===== config.mk =====
export PLATFORM = sky130hd
export DESIGN_NAME = ascii_length_prefixed_deframer_top
export DESIGN_NICKNAME = d
export VERILOG_FILES = /design/src/sv/alpdf_pkg.sv /design/src/sv/alpdf_in_stage.sv /design/src/sv/alpdf_core.sv /design/src/sv/ascii_length_prefixed_deframer_top.sv
export SDC_FILE = /design/constraint.sdc
export NUM_CORES = 1
export LEC_CHECK = 0
export ABC_AREA = 0
export BUFFER_PORTS_ARGS = -buffer_cell sky130_fd_sc_hd__buf_4
export CAP_MARGIN = 40
export CORE_MARGIN = 2
export CORE_UTILIZATION = 50
export DETAILED_ROUTE_END_ITERATION = 7
export PLACE_DENSITY = 0.7
export SLEW_MARGIN = 20
export SYNTH_ARGS = -nofsm -noshare
export SYNTH_HDL_FRONTEND = slang
export SYNTH_SLANG_ARGS = --single-unit

===== constraint.sdc =====
create_clock -name clk -period 8.8 [get_ports clk]
set_clock_uncertainty 0.15 [all_clocks]
set_input_delay 2.2 -clock clk [delete_from_list [all_inputs] [get_ports clk]]
set_output_delay 2.2 -clock clk [all_outputs]
set_load 0.01 [all_outputs]

===== src/sv/alpdf_pkg.sv =====
// Shared types and constants for the ASCII length-prefixed deframer.
`timescale 1ns / 1ps
`default_nettype none
package alpdf_pkg;

  localparam int BYTE_W = 8;
  localparam int CODE_W = 4;
  localparam int LEN_W = 14;
  localparam int POS_W = 3;
  localparam int STAT_W = 2;

  localparam logic [STAT_W-1:0] ST_PAYLOAD = 2'd0;
  localparam logic [STAT_W-1:0] ST_EMPTY = 2'd1;
  localparam logic [STAT_W-1:0] ST_HDR_ERR = 2'd2;

  localparam logic [BYTE_W-1:0] ASCII_ZERO = 8'h30;
  localparam logic [BYTE_W-1:0] ASCII_NINE = 8'h39;

  typedef struct packed {
    logic vld;
    logic [BYTE_W-1:0] data;
  } alpdf_req_t;

  typedef struct packed {
    logic [STAT_W-1:0] status;
    logic [BYTE_W-1:0] payload_byte;
    logic [CODE_W-1:0] frame_code;
    logic [LEN_W-1:0] frame_length;
    logic last;
  } alpdf_res_t;

endpackage
`default_nettype wire


===== src/sv/alpdf_in_stage.sv =====
// Input register stage that holds one received byte for the decoder.
`timescale 1ns / 1ps
`default_nettype none
module alpdf_in_stage (
  input  wire logic                      clk,
  input  wire logic                      rst_n,
  input  wire logic                      in_tvalid,
  output logic                           in_tready,
  input  wire logic [alpdf_pkg::BYTE_W-1:0] in_tdata,
  input  wire logic                      core_ready,
  output alpdf_pkg::alpdf_req_t          req
);
  import alpdf_pkg::*;

  logic              vld_r;
  logic              vld_nxt;
  logic [BYTE_W-1:0] data_r;

  assign in_tready = !vld_r || core_ready;

  always_comb begin
    vld_nxt = vld_r;
    if (in_tready) begin
      vld_nxt = in_tvalid;
    end
  end

  always_ff @(posedge clk) begin
    if (!rst_n) begin
      vld_r <= 1'b0;
    end else begin
      vld_r <= vld_nxt;
    end
  end

  always_ff @(posedge clk) begin
    if (in_tready && in_tvalid) begin
      data_r <= in_tdata;
    end
  end

  assign req.vld = vld_r;
  assign req.data = data_r;

endmodule
`default_nettype wire


===== src/sv/alpdf_core.sv =====
// Header decoder, payload counter and result register of the deframer.
`timescale 1ns / 1ps
`default_nettype none
module alpdf_core #(
  parameter int LENGTH_DIGITS = 4
) (
  input  wire logic                 clk,
  input  wire logic                 rst_n,
  input  alpdf_pkg::alpdf_req_t     req,
  output logic                      core_ready,
  output logic                      res_vld,
  input  wire logic                 res_rdy,
  output alpdf_pkg::alpdf_res_t     res
);
  import alpdf_pkg::*;

  localparam logic [POS_W-1:0] LAST_POS = POS_W'(LENGTH_DIGITS);

  logic [POS_W-1:0] pos_r, pos_nxt;
  logic             pay_r, pay_nxt;
  logic             bad_r, bad_nxt;
  logic [CODE_W-1:0] code_r, code_nxt;
  logic [LEN_W-1:0] len_r, len_nxt;
  logic [LEN_W-1:0] cnt_r, cnt_nxt;
  logic             out_vld_r, out_vld_nxt;
  alpdf_res_t       out_r, out_nxt;
  logic             take;
  logic             emit;

  assign core_ready = !out_vld_r || res_rdy;
  assign take = req.vld && core_ready;

  always_comb begin
    logic              digit;
    logic [CODE_W-1:0] d;
    logic              done;
    logic              bad_new;
    logic [CODE_W-1:0] code_new;
    logic [LEN_W-1:0]  len_new;
    digit = (req.data >= ASCII_ZERO) && (req.data <= ASCII_NINE);
    d = digit ? CODE_W'(req.data - ASCII_ZERO) : '0;
    done = (cnt_r + LEN_W'(1)) == len_r;
    bad_new = bad_r || !digit;
    code_new = (pos_r == '0) ? d : code_r;
    len_new = (pos_r == '0) ? len_r
            : LEN_W'({len_r, 3'b000} + {len_r, 1'b0} + {{(LEN_W-CODE_W){1'b0}}, d});
    pos_nxt = pos_r;
    pay_nxt = pay_r;
    bad_nxt = bad_r;
    code_nxt = code_r;
    len_nxt = len_r;
    cnt_nxt = cnt_r;
    emit = 1'b0;
    out_nxt = '0;
    if (take) begin
      if (pay_r) begin
        emit = 1'b1;
        out_nxt.status = ST_PAYLOAD;
        out_nxt.payload_byte = req.data;
        out_nxt.frame_code = code_r;
        out_nxt.frame_length = len_r;
        out_nxt.last = done;
        cnt_nxt = cnt_r + LEN_W'(1);
        if (done) begin
          pos_nxt = '0;
          pay_nxt = 1'b0;
          bad_nxt = 1'b0;
          code_nxt = '0;
          len_nxt = '0;
          cnt_nxt = '0;
        end
      end else if (pos_r < LAST_POS) begin
        pos_nxt = pos_r + POS_W'(1);
        bad_nxt = bad_new;
        code_nxt = code_new;
        len_nxt = len_new;
      end else begin
        pos_nxt = '0;
        bad_nxt = 1'b0;
        cnt_nxt = '0;
        if (bad_new) begin
          emit = 1'b1;
          out_nxt.status = ST_HDR_ERR;
          out_nxt.last = 1'b1;
          code_nxt = '0;
          len_nxt = '0;
        end else if (len_new == '0) begin
          emit = 1'b1;
          out_nxt.status = ST_EMPTY;
          out_nxt.frame_code = code_new;
          out_nxt.last = 1'b1;
          code_nxt = '0;
          len_nxt = '0;
        end else begin
          pay_nxt = 1'b1;
          code_nxt = code_new;
          len_nxt = len_new;
        end
      end
    end
    out_vld_nxt = out_vld_r;
    if (core_ready) begin
      out_vld_nxt = emit;
    end
  end

  always_ff @(posedge clk) begin
    if (!rst_n) begin
      pos_r <= '0;
      pay_r <= 1'b0;
      bad_r <= 1'b0;
      code_r <= '0;
      len_r <= '0;
      cnt_r <= '0;
      out_vld_r <= 1'b0;
    end else begin
      pos_r <= pos_nxt;
      pay_r <= pay_nxt;
      bad_r <= bad_nxt;
      code_r <= code_nxt;
      len_r <= len_nxt;
      cnt_r <= cnt_nxt;
      out_vld_r <= out_vld_nxt;
    end
  end

  always_ff @(posedge clk) begin
    if (emit) begin
      out_r <= out_nxt;
    end
  end

  assign res_vld = out_vld_r;
  assign res = out_r;

endmodule
`default_nettype wire


===== src/sv/ascii_length_prefixed_deframer_top.sv =====
// Top level of the ASCII length-prefixed deframer.
//
// The input stream carries one received byte per request on in_tdata. A frame
// starts with one ASCII code digit and then LENGTH_DIGITS ASCII length digits,
// most significant first, followed by that many payload bytes.
// Each payload byte leaves on the output stream with its frame code and length;
// out_tlast marks the final byte of the frame. A header with a non-digit byte
// gives one error request, and a zero-length frame gives one empty request.
// Header bytes before the last one produce nothing.
// A byte is accepted every cycle while out_tready stays high. It enters the input
// register when accepted, and its result then enters the result register,
// which drives out_tvalid.
// When the receiver holds out_tready low, the result register keeps its
// request and the input register holds one more byte, after which in_tready
// falls until the result is taken.
// Reset empties both registers and clears the decoder, which then expects a
// code digit.
`timescale 1ns / 1ps
`default_nettype none
module ascii_length_prefixed_deframer_top #(
  parameter int LENGTH_DIGITS = 4
) (
  input  wire logic        clk,
  input  wire logic        rst_n,
  input  wire logic        in_tvalid,
  output logic             in_tready,
  input  wire logic [7:0]  in_tdata,   // [7:0] rx_byte
  output logic             out_tvalid,
  input  wire logic        out_tready,
  output logic [31:0]      out_tdata,  // [7:0] payload_byte, [11:8] frame_code,
                                       // [25:12] frame_length, [31:26] zero
  output logic [1:0]       out_tuser,  // [1:0] status
  output logic             out_tlast
);
  import alpdf_pkg::*;

  alpdf_req_t req;
  alpdf_res_t res;
  logic       core_ready;

  alpdf_in_stage u_in (
    .clk        (clk),
    .rst_n      (rst_n),
    .in_tvalid  (in_tvalid),
    .in_tready  (in_tready),
    .in_tdata   (in_tdata),
    .core_ready (core_ready),
    .req        (req)
  );

  alpdf_core #(
    .LENGTH_DIGITS (LENGTH_DIGITS)
  ) u_core (
    .clk        (clk),
    .rst_n      (rst_n),
    .req        (req),
    .core_ready (core_ready),
    .res_vld    (out_tvalid),
    .res_rdy    (out_tready),
    .res        (res)
  );

  assign out_tdata = {6'd0, res.frame_length, res.frame_code, res.payload_byte};
  assign out_tuser = res.status;
  assign out_tlast = res.last;

  a_err_last: assert property (@(posedge clk) disable iff (!rst_n)
    out_tvalid && (out_tuser == ST_HDR_ERR) |-> out_tlast && (out_tdata == 32'd0))
    else $error("header error request is not a clean last request");

  a_empty: assert property (@(posedge clk) disable iff (!rst_n)
    out_tvalid && (out_tuser == ST_EMPTY) |-> out_tlast && (out_tdata[25:12] == 14'd0)
      && (out_tdata[7:0] == 8'd0))
    else $error("empty frame request has payload or length");

  a_status: assert property (@(posedge clk) disable iff (!rst_n)
    out_tvalid |-> (out_tuser != 2'd3) && (out_tdata[11:8] <= 4'd9))
    else $error("invalid status or frame code");

  a_payload_len: assert property (@(posedge clk) disable iff (!rst_n)
    out_tvalid && (out_tuser == ST_PAYLOAD) |-> (out_tdata[25:12] != 14'd0))
    else $error("payload request in a zero-length frame");

endmodule
`default_nettype wire

==> run_results.csv <==
group,metric,value,unit
yosys,netlist.area_leader.share,0.2423,
global_route,grt_overflow,0,
placed_design,dp.cells,602,
placed_design,port-buffer-count,42,
yosys,netlist_area,4586,um^2
min_path,min_path_cells,2,
die,dieArea,9953,um^2
die,core,8806,um^2
sta,finalSetupViolCount,0,
clock_tree,cts_buffer_depth,2,
sta,relSlewSlack,0.4327,
drt,viasPerCell,6.285,
yosys,yosysUniqueCellTypes,70,
drt,first_iter_violations,285,
finish,multi_input_area,2504,um^2
sta,hold_viol,0,
pwr,total_power,675.3,uW
yosys,synth_seq_area_share,0.4126,
min_path,hp-class,"reg -> reg",
global_route,gr-usage-all-layers,0.2387,
sta,fin_crit,5.234,ns
die,die_w,99.77,um
yosys,synth.avg_cell_area,9.553,um^2
critical_path,cp_top_family,"simple AND/OR/NAND/NOR gates",
yosys,synth_area_leaders,"edfxtp_1 24%, dfxtp_1 17%, ha_1 6.8%, and3_1 4.0%, a21oi_1 3.7%",
drt,wirelength,11.60,mm
critical_path,worst_setup_path_end_kind,"flip-flop",
yosys,ys_ff_latch,76,
clock_tree,htree_levels,3,
finish,final_cell_mix,"45 x buf_4, 39 x dfxtp_1, 37 x edfxtp_1",
critical_path,cp_slowest_cell,"nor4bb_1",
critical_path,critPathArrivalTime,5.10,ns
clock_tree,post_cts_resized,0,
clock_tree,clkSlewWorstSetupHoldPaths,0.09,ns
yosys,ys_warn_count,0,
die,floorplan.initialDensity,0.5207,
finish,syn_to_final_growth,11.65,%
sta,setup_tns,0,ns
die,die_h,99.77,um
clock_tree,cts_tree,"done",
critical_path,path_buf_inv,2,
critical_path,path_depth,14,
finish,final_layout_size_suffix_gt1_frac,0.1563,
die,ios,49,
sta,fin_ws,3.566,ns
clock_tree,cts_hold_buf,0,
sta,fin_hold_ws,0.3487,ns
finish,num_antenna_cells,0,
finish,nets,546,
critical_path,rr_worst_depth,14,
critical_path,cp_max_fo,29,
finish,finish.utilization,0.5814,
finish,mostFrequentLayoutCell,"buf_4",
yosys,syn_inst,480,
critical_path,crit_path_frequent_cell,"fa_1",
global_route,antenna_found_initial,0,
finish,fin_cells,620,
finish,ff_latch_area,1892,um^2
clock_tree,cts_buffers,9,
drt,first_pass_iters,5,
drt,wl_per_cell,18.70,um
critical_path,crit_chain,"nor4bb_1 > nand3_1 > fa_1 > inv_1 > fa_1 > a211o_1 > a41o_1 > a311oi_1 > mux2i_1 > nor4_1 > nand4b_1 > and2_0 > nor2_2 > buf_4",
status,status,"complete, no violations",
critical_path,max_stage_delay,0.61,ns
placed_design,routabilityCongestion,0.9539,
placed_design,dpl.hpwl,8.216,mm
drt,drc_errors,0,
sta,tightest_slew,0.8454,ns
critical_path,required,8.66,ns
global_route,grt_pass1_wl,18.69,mm
clock_tree,worstSkewPairLatency,0.35,ns
job,drv_cap,0,
drt,vias,3897,
sta,min_period_over_period,0.5948,
clock_tree,cts_root_buf,"clkbuf_8",
yosys,synth_async_sr_flop_share,0,
drt,final_antenna_net_count,0,
global_route,grt_pass1_vias,3611,
pwr,power_density,131.9,nW/um^2
finish,fillers,750,
critical_path,path_class,"reg -> reg",
critical_path,cp-start-kind,"flip-flop",
global_route,grt_max_degree,30,
die,rows,34,
clock_tree,clock_sinks,76,
sta,rsz0062_at_grt,"false",
sta,fmax,191.1,MHz
yosys,synth_top_cell_by_area,"edfxtp_1",
placed_design,placed_area,4898,um^2
sta,drv_slew,0,
clock_tree,cts_setup_buffers,0,
pwr,irDropWorstVdd,0.00007110,V
yosys,ys.flop_type,"dfxtp_1",
pwr,p_leak,2.135,nW
finish,final_area,5120,um^2
placed_design,pre_cts_slack,3.641,ns
yosys,synth_edf_count,37,
[flip-flops by register name, indices dropped and copies added, names as in the netlist]
register        cells
u_core.bad_r        1
u_core.cnt_r       14
u_core.code_r       4
u_core.len_r       14
u_core.pay_r        1
u_core.pos_r        3
u_core.res         29
u_core.res_vld      1
u_in.data_r         8
u_in.vld_r          1
[kinds of logic (layout without fill, tap and decap cells)]
kind of cell	after synthesis	in the layout	share of synthesized area
DFF	76	76	0.4126
buffers and inverters	44	71	0.04611
and+or+nand+nor	186	186	0.2322
muxes	7	7	0.01664
xor gates and xnor gates	19	19	0.03929
AOI/OAI and AO/OA	120	120	0.1754
other	1	6	0.0008178
adders and majority gates	27	27	0.07694
[layout make-up]
type / count / share of cell area
timing repair buffer: 47 / 0.07185
clock buffer: 9 / 0.02419
inverter: 8 / 0.005865
sequential: 76 / 0.3695
multi-input combinational: 365 / 0.4890
tap: 108 / 0.02639
clock inverter: 7 / 0.01320
[routing by layer]
metal	track usage	vias to the layer above	share of wire
met3	0.03654	10	0.065
met1	0.3549	1885	0.47
met2	0.3607	138	0.45
met4	0.06955	0	0.0095
met5	0	-	0
li1	-	1864	-
[worst paths after layout]
kind | start | to | slack [ns]
worst max-delay path | u_in.data_r[6] | u_core.res[13] | 3.57
worst min-delay path | u_core.pay_r | u_core.pay_r | 0.35
worst max register to register | u_in.data_r[6] | u_core.res[13] | 3.57
worst min register to register | u_core.pay_r | u_core.pay_r | 0.35
[worst register-to-register path: stages, from the launching register on]
cell,delay (ns)
edfxtp_1,0.40
nor4bb_1,0.61
nand3_1,0.19
fa_1,0.52
inv_1,0.07
fa_1,0.46
a211o_1,0.34
a41o_1,0.28
a311oi_1,0.34
mux2i_1,0.17
nor4_1,0.38
nand4b_1,0.19
and2_0,0.32
nor2_2,0.12
buf_4,0.35
[synthesized netlist by cell type, types with 3 or more instances]
library cell	number
a21oi_1	34
clkbuf_1	17
a211oi_1	4
mux2i_1	5
nand3_1	22
nor4_1	7
o21ai_0	22
o22ai_1	3
nand4b_1	3
a311oi_1	5
dfxtp_1	39
o31ai_1	5
buf_2	10
nor3_1	7
or2_2	4
a31o_2	3
or4_1	5
a31oi_1	6
a21o_1	3
or3_1	4
inv_1	8
o2bb2ai_1	8
a32o_1	4
xor2_1	8
and3_1	29
nand2b_1	6
ha_1	25
nand4_1	9
buf_4	7
and4_1	3
edfxtp_1	37
nor2b_1	7
nor2_1	26
xnor2_1	10
and2_1	10
nand2_1	28
o211ai_1	7
[where the power goes]
group / switching (mW) / leakage, nW / internal, mW
logic: 0.0256 / 1.32 / 0.0129
registers: 0.00490 / 0.715 / 0.373
clock network: 0.149 / 0.0958 / 0.110
No activity file was read; power rests on OpenSTA's default activity.
